File: config.mk
export PLATFORM = sky130hd
export DESIGN_NAME = min_max_contrast_stretch
export DESIGN_NICKNAME = d
export VERILOG_FILES = /design/src/hdl/mmcs_pkg.sv /design/src/hdl/min_max_contrast_stretch.sv /design/src/hdl/mmcs_div.sv
export SDC_FILE = /design/constraint.sdc
export NUM_CORES = 1
export LEC_CHECK = 0
export BUFFER_PORTS_ARGS = -buffer_cell sky130_fd_sc_hd__buf_4
export CAP_MARGIN = 25
export CELL_PAD_IN_SITES_DETAIL_PLACEMENT = 2
export CELL_PAD_IN_SITES_GLOBAL_PLACEMENT = 2
export CORE_MARGIN = 8
export CORE_UTILIZATION = 36
export DETAILED_ROUTE_END_ITERATION = 16
export GPL_ROUTABILITY_DRIVEN = 0
export GPL_TIMING_DRIVEN = 0
export PLACE_DENSITY = 0.73
export RECOVER_POWER = 100
export SKIP_CTS_REPAIR_TIMING = 1
export SLEW_MARGIN = 10
export SYNTH_ARGS = -nofsm -noshare
export SYNTH_HDL_FRONTEND = slang
export SYNTH_SLANG_ARGS = --single-unit
File: constraint.sdc
create_clock -name clk -period 2.9 [get_ports clk]
set_clock_uncertainty 0.15 [all_clocks]
set_input_delay 0.87 -clock clk [delete_from_list [all_inputs] [get_ports clk]]
set_output_delay 0.87 -clock clk [all_outputs]
set_load 0.01 [all_outputs]
File: src/hdl/mmcs_pkg.sv
package mmcs_pkg;

  localparam int PIX_W = 8;
  localparam int NUM_W = 2 * PIX_W;
  localparam int CNT_W = $clog2(PIX_W);

  localparam logic [PIX_W-1:0] STRETCH_TOP = 8'd254;

  localparam logic KIND_MEASURE = 1'b0;
  localparam logic KIND_APPLY   = 1'b1;

  typedef enum logic [1:0] {
    ST_IDLE,
    ST_SETUP,
    ST_DIV,
    ST_DONE
  } state_t;

  typedef struct packed {
    logic             start;
    logic [NUM_W-1:0] num;
    logic [PIX_W-1:0] den;
  } div_ctl_t;

  typedef struct packed {
    logic busy;
    logic done;
  } div_sts_t;

endpackage

File: src/hdl/min_max_contrast_stretch.sv
// Min-max contrast stretch for 8-bit grey pixels over a frame sent twice. Measure beats
// (tuser kind 0) update a registered running minimum and maximum; tuser first restarts
// both from that pixel. Apply beats (kind 1) each return floor(254*(p-min)/(max-min)),
// with pixels outside the range clamped to 0 or 254, and stretched 0 with flat set when
// max is not above min (also before any measure). An apply beat goes from accept to the
// output register through a setup state, which forms 254*(p-min) by shift and subtract,
// a restoring divider producing one quotient bit per cycle until 8 bits are formed, and
// a done state. Clamped and flat pixels skip the divider. The input is not ready while
// an apply beat is in work; the output register holds a finished result so the next
// beat can be taken while it waits.
module min_max_contrast_stretch
  import mmcs_pkg::*;
(
  input  logic       clk,
  input  logic       rst,
  input  logic       s_axis_tvalid,
  output logic       s_axis_tready,
  input  logic [7:0] s_axis_tdata,   // [7:0] pixel
  input  logic [1:0] s_axis_tuser,   // [0] kind, [1] first
  output logic       m_axis_tvalid,
  input  logic       m_axis_tready,
  output logic [7:0] m_axis_tdata,   // [7:0] stretched
  output logic       m_axis_tuser    // [0] flat
);

  state_t           state;
  state_t           state_next;
  logic [PIX_W-1:0] run_min;
  logic [PIX_W-1:0] run_max;
  logic [PIX_W-1:0] offs;
  logic [PIX_W-1:0] span;
  logic             bypass;
  logic [PIX_W-1:0] res_val;
  logic             res_flat;
  logic             in_acc;
  logic             out_load;
  logic [PIX_W-1:0] pix;
  logic             kind;
  logic             first;
  logic             is_flat;
  logic             below;
  logic             above;
  div_ctl_t         div_ctl;
  div_sts_t         div_sts;
  logic [PIX_W-1:0] quot;

  assign pix   = s_axis_tdata;
  assign kind  = s_axis_tuser[0];
  assign first = s_axis_tuser[1];

  assign is_flat = run_max <= run_min;
  assign below   = pix < run_min;
  assign above   = pix > run_max;
  assign in_acc  = s_axis_tvalid && s_axis_tready;

  mmcs_div u_div (
    .clk  (clk),
    .rst  (rst),
    .ctl  (div_ctl),
    .sts  (div_sts),
    .quot (quot)
  );

  always_ff @(posedge clk) begin
    if (rst) begin
      state <= ST_IDLE;
    end else begin
      state <= state_next;
    end
  end

  always_comb begin
    state_next    = state;
    s_axis_tready = 1'b0;
    out_load      = 1'b0;
    div_ctl.start = 1'b0;
    // 254*d as (d << 8) - (d << 1)
    div_ctl.num   = {offs, {PIX_W{1'b0}}} - {{(PIX_W-1){1'b0}}, offs, 1'b0};
    div_ctl.den   = span;
    unique case (state)
      ST_IDLE: begin
        s_axis_tready = 1'b1;
        if (s_axis_tvalid && kind == KIND_APPLY) begin
          state_next = ST_SETUP;
        end
      end
      ST_SETUP: begin
        if (bypass) begin
          state_next = ST_DONE;
        end else begin
          div_ctl.start = 1'b1;
          state_next    = ST_DIV;
        end
      end
      ST_DIV: begin
        if (div_sts.done) begin
          state_next = ST_DONE;
        end
      end
      ST_DONE: begin
        if (!m_axis_tvalid || m_axis_tready) begin
          out_load   = 1'b1;
          state_next = ST_IDLE;
        end
      end
      default: state_next = ST_IDLE;
    endcase
  end

  always_ff @(posedge clk) begin
    if (rst) begin
      run_min <= STRETCH_TOP + 1'b1;
      run_max <= '0;
    end else if (in_acc && kind == KIND_MEASURE) begin
      if (first) begin
        run_min <= pix;
        run_max <= pix;
      end else begin
        if (below) run_min <= pix;
        if (above) run_max <= pix;
      end
    end
  end

  always_ff @(posedge clk) begin
    if (in_acc && kind == KIND_APPLY) begin
      offs     <= pix - run_min;
      span     <= run_max - run_min;
      bypass   <= is_flat || below || above;
      res_flat <= is_flat;
      res_val  <= (!is_flat && above) ? STRETCH_TOP : '0;
    end else if (state == ST_DIV && div_sts.done) begin
      res_val <= quot;
    end
  end

  always_ff @(posedge clk) begin
    if (rst) begin
      m_axis_tvalid <= 1'b0;
    end else if (out_load) begin
      m_axis_tvalid <= 1'b1;
    end else if (m_axis_tready) begin
      m_axis_tvalid <= 1'b0;
    end
  end

  always_ff @(posedge clk) begin
    if (out_load) begin
      m_axis_tdata <= res_val;
      m_axis_tuser <= res_flat;
    end
  end

  a_done_in_div: assert property (@(posedge clk) disable iff (rst)
    div_sts.done |-> state == ST_DIV)
    else $error("divider finished outside the divide state");

  a_div_running: assert property (@(posedge clk) disable iff (rst)
    state == ST_DIV |-> div_sts.busy || div_sts.done)
    else $error("divide state with idle divider");

  a_out_range: assert property (@(posedge clk) disable iff (rst)
    m_axis_tvalid |-> m_axis_tdata <= STRETCH_TOP)
    else $error("stretched value above top of range");

  a_flat_zero: assert property (@(posedge clk) disable iff (rst)
    m_axis_tvalid && m_axis_tuser |-> m_axis_tdata == '0)
    else $error("flat result with nonzero value");

  a_load_free: assert property (@(posedge clk) disable iff (rst)
    out_load |-> !m_axis_tvalid || m_axis_tready)
    else $error("output register overwritten while held");

endmodule

File: src/hdl/mmcs_div.sv
module mmcs_div
  import mmcs_pkg::*;
(
  input  logic             clk,
  input  logic             rst,
  input  div_ctl_t         ctl,
  output div_sts_t         sts,
  output logic [PIX_W-1:0] quot
);

  logic             busy;
  logic             done;
  logic [CNT_W-1:0] cnt;
  logic [PIX_W-1:0] rem;
  logic [PIX_W-1:0] lo;
  logic [PIX_W-1:0] den_q;
  logic [PIX_W:0]   trial;
  logic [PIX_W:0]   diff;
  logic             ge;

  // restoring step: bring down one numerator bit, subtract if it fits
  assign trial = {rem, lo[PIX_W-1]};
  assign diff  = trial - {1'b0, den_q};
  assign ge    = trial >= {1'b0, den_q};

  always_ff @(posedge clk) begin
    if (rst) begin
      busy <= 1'b0;
      done <= 1'b0;
      cnt  <= '0;
    end else begin
      done <= 1'b0;
      if (ctl.start) begin
        busy <= 1'b1;
        cnt  <= '0;
      end else if (busy) begin
        cnt <= cnt + 1'b1;
        if (cnt == CNT_W'(PIX_W - 1)) begin
          busy <= 1'b0;
          done <= 1'b1;
        end
      end
    end
  end

  always_ff @(posedge clk) begin
    if (ctl.start) begin
      // quotient fits 8 bits since the high half is below the divisor
      rem   <= ctl.num[NUM_W-1:PIX_W];
      lo    <= ctl.num[PIX_W-1:0];
      den_q <= ctl.den;
      quot  <= '0;
    end else if (busy) begin
      rem  <= ge ? diff[PIX_W-1:0] : trial[PIX_W-1:0];
      lo   <= {lo[PIX_W-2:0], 1'b0};
      quot <= {quot[PIX_W-2:0], ge};
    end
  end

  assign sts.busy = busy;
  assign sts.done = done;

endmodule
* Word-level counts from Yosys, hierarchy flattened *
Index checks and enable logic that the tools add are counted.

word-level totals
  register bits after elaboration = 91
  bits of input ports = 14
  output and inout port bits = 11
  logic and storage cells = 86

operators by class
  $add $sub $neg = 5
  magnitude comparators = 4
  equality and inequality tests = 7
  multiplexer cells = 28
  bitwise gates (word level) = 2
  reduce and logical (&&, ||, !) cells = 22

operators by type and width
  operator                                             number
  two-way mux 8 bit                                    12
  subtractor 8 bit                                     3
  subtractor 16 x 9 -> 16 bit                          1
  two-way mux 1 bit                                    12
  nonzero test 2 bit                                   5
  greater-or-equal comparator 9 x 8 -> 1 bit           1
  greater-than comparator 8 bit                        1
  <= comparator 8 bit                                  1
  less-than comparator 8 bit                           1
  one-hot mux 2 bit (4 select lines)                   1
  logical AND 1 bit                                    6
  two-way mux 2 bit                                    3
  equality test 2 bit, second input constant           2
  != test 2 bit, second input constant                 2
  AND reduction 2 bit                                  2
  adder 3 x 1 -> 3 bit, second input constant          1
  equality test 3 bit, second input constant           1
  logical OR 1 bit                                     3
  AND reduction 3 bit                                  1
  OR reduction 3 bit                                   1
  equality test 2 x 1 -> 1 bit, second input constant  1
  zero test 1 bit                                      2
  zero test 2 bit                                      1
  != test 2 x 1 -> 1 bit, second input constant        1
  2 further kinds                                      3

* Logic depth before layout (Yosys ltp) *
Gate-level depths: netlist of run 1.

  depth after elaboration = 5
  gate-level depth with buffers = 9
  gate-level depth less buffers = 8

* By module *
A second synthesis of run 1 with hierarchy kept.

second synthesis, totals
  cell total of the unflattened synthesis = 466
  area total of the unflattened synthesis = 5067.4 µm²

modules (own cells, without submodules)
  module                    times used  cells an instance  area an instance (µm²)  sequential area each (µm²)
  min_max_contrast_stretch  1           303                3154.3                  1431.4
  mmcs_div                  1           163                1913.1                  980.9

* Worst setup path after synthesis of run 1 *
Ideal clock, no wire load.

  kind = input -> register
  start = input port s_axis_tdata[0]
  end = register bypass, data pin
  setup time = 263 ps
  arrival time = 2506 ps
  data required time = 2487 ps
  path slack = -19 ps
  stages on the path = 8
  buffers on the path = 0
  cell sequence = inv_1 ha_1 fa_1 nand2b_1 a21oi_2 o311a_4 o21ai_0 a2111o_1

between the ends
  word-level cells in the longest chain between the ends = 3
  elaborated cells between the ends (all ways) = 4
  those cells by class = order compare: 2; reduce/logical: 2

ends and longest elaborated chain
  element                     RTL line                         source
  start: declaration          min_max_contrast_stretch.sv:18   input logic [7:0] s_axis_tdata,
  less-than comparator 8 bit  min_max_contrast_stretch.sv:52   assign below = pix < run_min;
  logical OR 1 bit            min_max_contrast_stretch.sv:129  bypass <= is_flat || below || above;
  logical OR 1 bit *          min_max_contrast_stretch.sv:129
  end signal: assignment      min_max_contrast_stretch.sv:129
  end: declaration            min_max_contrast_stretch.sv:32   logic bypass;

Every way passes the cells marked *; elsewhere a longest branch is shown, timed or not.
A chain may end at the register's enable or synchronous reset.

* Final worst setup path of run 1 *
Same ends and word-level chain as after synthesis.

==> key figures, run 1 <==
Floorplanning
  – Die ar.: ~18000 um^2
  – Core footprint: approximately 14000 um^2
  – Num ports: 25
  – Die X-Extent: approximately 140 um
  – Rows: 43
  – Initial core utilization: a little under two fifths
  – Die H: about 140 um

Detailed routing
  – DRT antenna net count: 0
  – Drt total wl: between 10000 and 15000 um
  – Detailed Route Iter0 Violations: about 180
  – Routed len/inst: ~19 um
  – Vias per inst: 5.32
  – Vias: approximately 3900
  – Pre-Repair DR Iteration Count: 4
  – DRC: 0

Critical path
  – Critical Path, Cell by Cell: buf_4, inv_1, ha_1, fa_1, nand2b_4, a21oi_2, o311a_4, o21ai_0, a2111o_1
  – Worst Path Max Fanout: 3
  – Req. time, crit path: 2.86 ns
  – Crit Path Category: in2reg
  – CP top delay family: compound AO/OA/AOI/OAI gates
  – Max incr delay on CP: 0.41 ns
  – Critical Path AT: between 2 and 3 ns
  – Worst path bufs/invs: 2
  – Startpoint types: input pin
  – Nature of the critical path endpoint: register
  – CP max stage cell: fa_1

GRT
  – GR Overflow Total: 0
  – Largest net degree at the start of global routing: 20
  – Total track usage: roughly 15%
  – Vias in the first global route: 4313
  – Initial antenna violation count: 0
  – First-pass GRT wire length: between 20000 and 25000 um

Min path
  – HP Class: reg2reg

Clock tree
  – Htree depth: 3
  – CTS Root Cell: clkbuf_16
  – CTS Buffer Depth: 2
  – Num CTS Buffers: 9
  – Clock sink count: 90
  – CTS tree: done
  – Clk_lat worst skew: about 0.36 ns
  – Clock-pin slew on the worst setup and hold paths: 0.08 ns

Logic synthesis
  – Synth Area in Adders: about 11%
  – Syn avg cell area: about 10 um^2
  – Yosys top cell area share: between 30% and 40%
  – Synth cell count leaders: 58 x edfxtp_1, 54 x nor2_1, 45 x inv_1, 40 x ha_1, 37 x nand2_1
  – Largest family of logic cells by synthesized area: simple AND/OR/NAND/NOR gates
  – Seq/Total Area, Yosys: between 40% and 50%
  – #FFs+latches synth: 90
  – Mux cell area share after synthesis: under 10%
  – Synth area leader: edfxtp_1
  – Synthesis Warnings: 0
  – Post-Synth Simple-Gate Area: approximately 16%
  – Main synth FF type: edfxtp_1
  – Post-Synthesis Cell Area: ~5100 um^2
  – Largest cells by area after synthesis: edfxtp_1 34%, dfxtp_1 12%, ha_1 9.7%
  – Ys async rst share: 0%
  – Synth cell types: 55
  – EDFF count, synth: between 50 and 60
  – Xor and xnor area share after synthesis: 3.23%
  – Syn Nets: approximately 570
  – Compound-Gate Fraction of Synth Area: between 10% and 20%
  – Most common cell in the synthesized netlist: edfxtp_1
  – Post-synthesis cell count: around 500

Timing
  – Final setup fails: 0
  – Hold Vio Cnt, Final: 0
  – Final critical-path share of the clock period: a little over nine tenths
  – Worst-margin pin slew: slightly above 0.9 ns
  – Setup WS post-layout: around 0.11 ns
  – RSZ-0062 raised after global routing: no
  – Minimum clock period: approximately 2.8 ns
  – Max frequency: 358 MHz
  – Worst slew margin: about two fifths
  – Slew Viols, Final: 0
  – Hold WS: between 0.2 and 0.3 ns

Placed design
  – Dpl cell area: roughly 5600 um^2
  – Detailed Place HPWL: roughly 10000 um
  – Pre-CTS setup slack: -0.451 ns
  – Port-buffer cells: 23

Power and ir drop
  – Pint: approximately 2.5 mW
  – Register share of total power: about 44%
  – Power Density: between 600 and 700 nW/um^2
  – Net Sw Frac: about a third
  – Comb pwr share: 23.5%
  – Worst vdd ir: 0.257 mV
  – Clk network pwr share: approximately 33%
  – Leakage: around 2.2 nW
  – P_sw: 1.21 mW

Final layout
  – Final instance area: just under 6000 um^2
  – Share of cells above drive strength 1: about 8.1%
  – Fin nets: between 600 and 700
  – Synth-to-Final Area Change: 13.3%
  – Antenna diode instance count: 0

Outcome
  – Status: finished clean

Job
  – Maxcap violations: 0
power by group through the flow:
stage | clock network, mW | logic, mW | registers [mW]
2_1_floorplan | 0 | 0.625 | 1.64
3_3_place_gp | 0 | 0.828 | 1.66
3_5_place_dp | 0 | 0.871 | 1.67
4_1_cts | 1.24 | 0.895 | 1.64
5_1_grt | 1.29 | 0.977 | 1.66
6_report | 1.21 | 0.874 | 1.64
cell families (layout without fill, tap and decap cells):
kind of cell | Yosys count | count (layout)
compound gates | 105 | 105
xor+xnor | 19 | 19
fa+ha+maj | 43 | 43
buf+inv | 61 | 105
flops | 90 | 90
mux | 26 | 26
simple gates | 167 | 167
final cells by class:
cell class / count / area (um^2)
buffer: 16 / 61.3
clock buffer: 9 / 225
clock inverter: 7 / 78.8
fill: 1516 / 8100
inverter: 45 / 170
multi-input combinational: 360 / 2530
sequential: 90 / 2380
tap: 180 / 225
timing repair buffer: 28 / 155
routing by layer:
| layer | up-vias | GRT usage, % | part of all wire, % |
|---|---|---|---|
| met2 | 46 | 26.4 | 50 |
| met5 | - | 0 | 0 |
| li1 | 1911 | - | - |
| met4 | 0 | 7.16 | 2.4 |
| met3 | 28 | 2.45 | 2.2 |
| met1 | 1927 | 18.7 | 45 |
flip-flops by register name, indices dropped and copies added (netlist names), 2 cells and up:
signal,flops
u_div.rem,8
offs,8
u_div.lo,7
m_axis_tdata,8
span,8
res_val,8
u_div.cnt,3
run_max,8
u_div.quot,8
run_min,8
u_div.den_q,8
state,2
per-stage QoR:
stage	TNS, ns	total power [mW]	std cells	utilization (%)
3_3_place_gp	-4.38	2.49	714	39.8
6_report	0	3.72	735	41.9
4_1_cts	-1.33	3.78	730	42.0
5_1_grt	0	3.92	735	41.9
2_1_floorplan	0	2.26	511	-
3_5_place_dp	-5.30	2.54	714	39.8
worst register-to-register path: stages (launching register included):
cell and delay, ns:
dfxtp_1 0.38, inv_1 0.11, ha_1 0.22, nand2b_1 0.08, clkbuf_1 0.43, inv_1 0.25
clkbuf_1 0.32, a31oi_1 0.31, a22oi_1 0.13
path summary, 6_finish.rpt:
path | startpoint | end | slack, ns | cells past startpoint
worst min register to register | res_val[0]$_SDFFCE_PP0P_ | m_axis_tdata[0]$_DFFE_PP_ | 0.27 | 0
worst min-delay path | res_val[0]$_SDFFCE_PP0P_ | m_axis_tdata[0]$_DFFE_PP_ | 0.27 | 0
worst max-delay path | s_axis_tdata[0] | bypass$_DFFE_PP_ | 0.11 | 9
worst max register to register | state[1]$_SDFFE_PP0P_ | u_div.rem[6]$_DFFE_PP_ | 0.23 | 8
cell usage in the layout, fill, tap and decap left out, types with 3 or more instances in the layout:
cell type	netlist	final
a21oi_1	22	22
a311oi_1	3	3
buf_4	0	12
clkbuf_1	12	28
clkbuf_16	0	9
dfxtp_1	32	32
edfxtp_1	58	58
fa_1	3	3
ha_1	40	40
inv_1	45	44
inv_8	0	4
mux2i_1	26	26
nand2_1	37	37
nand2b_1	24	22
nand3_1	5	5
nand4_1	5	5
nor2_1	54	54
nor2b_1	14	14
nor3_1	12	12
o211ai_1	7	7
o21a_1	3	3
o21ai_0	30	29
o311ai_0	6	6
o31a_1	3	3
o31ai_1	3	3
o41ai_1	4	4
or2_2	3	3
or3_1	4	4
xnor2_1	14	14
xor2_1	5	5
Power figures use the tool's default switching activity.
==> run 2: changes to the inputs <==
--- a/config.mk
+++ b/config.mk
@@ -9,7 +9,8 @@
 export CAP_MARGIN = 25
 export CELL_PAD_IN_SITES_DETAIL_PLACEMENT = 2
 export CELL_PAD_IN_SITES_GLOBAL_PLACEMENT = 2
-export CORE_MARGIN = 8
+export CORE_ASPECT_RATIO = 1.2
+export CORE_MARGIN = 2
 export CORE_UTILIZATION = 36
 export DETAILED_ROUTE_END_ITERATION = 16
 export GPL_ROUTABILITY_DRIVEN = 0
==> key figures, run 2 (same netlist as run 1, synthesis figures left out) <==
Critical path
  – Worst Path Max Fanout: 3
  – Critical Path AT: roughly 2.8 ns
  – Worst R2R Start: u_div.rem[4]$_DFFE_PP_
  – Nature of the critical path endpoint: register
  – FF-to-FF End: u_div.rem[6]$_DFFE_PP_
  – Critical path origin: s_axis_tdata[0]
  – R2R Setup Slk: 0.17 ns
  – Req. time, crit path: about 2.9 ns
  – Startpoint types: input pin
  – R2R cell count: 7
  – Crit Path Category: in2reg

Floorplanning
  – Core footprint: 13900 um^2
  – Rows: between 40 and 50
  – Num ports: 25
  – Die X-Extent: about 110 um
  – Initial core utilization: 37.1%
  – Die ar.: between 15000 and 20000 um^2
  – Die H: about 130 um

Timing
  – Hold Vio Cnt, Final: 0
  – Minimum clock period: about 2.8 ns
  – Slew Viols, Final: 0
  – Final critical-path share of the clock period: a little over nine tenths
  – Worst-margin pin slew: 0.954 ns
  – Max frequency: around 360 MHz
  – RSZ-0062 raised after global routing: no
  – Worst slew margin: around 36%
  – Hold WS: between 0.2 and 0.3 ns
  – Final setup fails: 0

Power and ir drop
  – Register share of total power: between 40 and 50%
  – Pwr Total: between 3 and 4 mW
  – Net Sw Frac: between 30% and 40%
  – Worst vdd ir: about 0.24 mV
  – Leakage: between 2 and 2.5 nW
  – Comb pwr share: a little under a quarter
  – Pint: between 2 and 2.5 mW
  – Clk network pwr share: between 30 and 40%
  – Power Density: approximately 630 nW/um^2
  – P_sw: 1.19 mW

GRT
  – First-pass GRT wire length: about 23000 um
  – GR Overflow Total: 0
  – Largest net degree at the start of global routing: 20
  – Initial antenna violation count: 0
  – Vias in the first global route: approximately 4400
  – Total track usage: between 10% and 20%

Clock tree
  – Clock-pin slew on the worst setup and hold paths: roughly 0.07 ns
  – CTS Root Cell: clkbuf_16
  – Htree depth: 3
  – Clock sink count: 90
  – CTS tree: done
  – Clk_lat worst skew: 0.36 ns
  – CTS Buffer Depth: 2
  – Num CTS Buffers: 9

Placed design
  – Port-buffer cells: 23
  – DP Cell Count: roughly 700
  – Detailed Place HPWL: 10900 um

Min path
  – Hold Crit Depth: 0
  – HP Class: reg2reg
  – Endpoint, Worst Hold: u_div.den_q[3]$_DFFE_PP_
  – Min-delay src: span[3]$_DFFE_PP_

Detailed routing
  – DRC: 1
  – Vias per inst: roughly 5.4
  – DRT antenna net count: 0
  – Vias: 3916
  – Pre-Repair DR Iteration Count: 10
  – Detailed Route Iter0 Violations: 111
  – Drt total wl: around 14000 um
  – Routed len/inst: 19.1 um

Outcome
  – Status: finished with violations
  – Violated checks: design-rule violations

Final layout
  – Fin nets: 604
  – Most frequent cells in the layout: 58 x edfxtp_1, 54 x nor2_1, 44 x inv_1, 40 x ha_1, 37 x nand2_1
  – Commonest non-fill, non-tap cell in the layout: edfxtp_1
  – Layout Cells excl Fill: slightly above 700
  – Synth-to-Final Area Change: 12.6%
  – Share of cells above drive strength 1: between 7 and 8%
  – Antenna diode instance count: 0

Job
  – Maxcap violations: 0
==> run 2: cell types whose count changed in the layout (fill, tap and decap cells not counted), sizes merged <==
cell and change:
clkinv +1, clkbuf -2, buf -1, inv -1
==> run 2: through the flow <==
step / utilization, % / TNS (ns) / setup slack [ns] / area [um^2]
final: 41.8 / 0 / 0.103 / 5800
after global routing: 41.8 / 0 / 0.0401 / 5800
after CTS: 42.0 / -1.35 / -0.134 / 5830
after detailed placement: 39.9 / -5.46 / -0.476 / 5540
after global placement: 39.9 / -3.98 / -0.380 / 5540
after floorplan: - / 0 / 0.0191 / 5150
==> run 2: layer usage <==
metal / part of all wire (%) / vias up / track usage [%]
li1: - / 1902 / -
met1: 40 / 1944 / 20.4
met2: 55 / 47 / 36.8
met3: 2.6 / 23 / 3.82
met4: 2.3 / 0 / 6.98
met5: 0 / - / 0
==> run 2: area by class of cell <==
type / instances / area (um^2)
repair buffers: 25 / 138
clock buffers: 9 / 225
fillers: 1521 / 8080
inverters: 45 / 173
well taps: 171 / 214
multi-input cells: 360 / 2540
flip-flops and latches: 90 / 2380
plain buffers: 16 / 62.6
clock inverters: 7 / 60.1
==> run 2: worst max-delay path by stage <==
stage	endpoint	depth (start not counted)
6_report	bypass$_DFFE_PP_	9
5_1_grt	u_div.rem[7]$_DFFE_PP_	8
3_3_place_gp	run_min[7]$_SDFFE_PP1P_	9
3_5_place_dp	run_min[2]$_SDFFE_PP1P_	9
4_1_cts	res_val[2]$_DFFE_PP_	6
2_1_floorplan	bypass$_DFFE_PP_	8
==> run 2: power by group through the flow <==
| stage | combinational, mW | sequential, mW | clock (mW) |
|---|---|---|---|
| 2_1_floorplan | 0.625 | 1.64 | 0 |
| 3_3_place_gp | 0.816 | 1.66 | 0 |
| 3_5_place_dp | 0.883 | 1.68 | 0 |
| 4_1_cts | 0.904 | 1.65 | 1.18 |
| 5_1_grt | 0.986 | 1.67 | 1.22 |
| 6_report | 0.877 | 1.65 | 1.15 |
==> run 2: critical path: stages <==
cell      delay [ns]
buf_4           0.09
inv_1           0.06
ha_1            0.22
fa_1            0.41
nand2b_4        0.18
a21oi_2         0.19
o311a_4         0.23
o21ai_0         0.09
a2111o_1        0.42
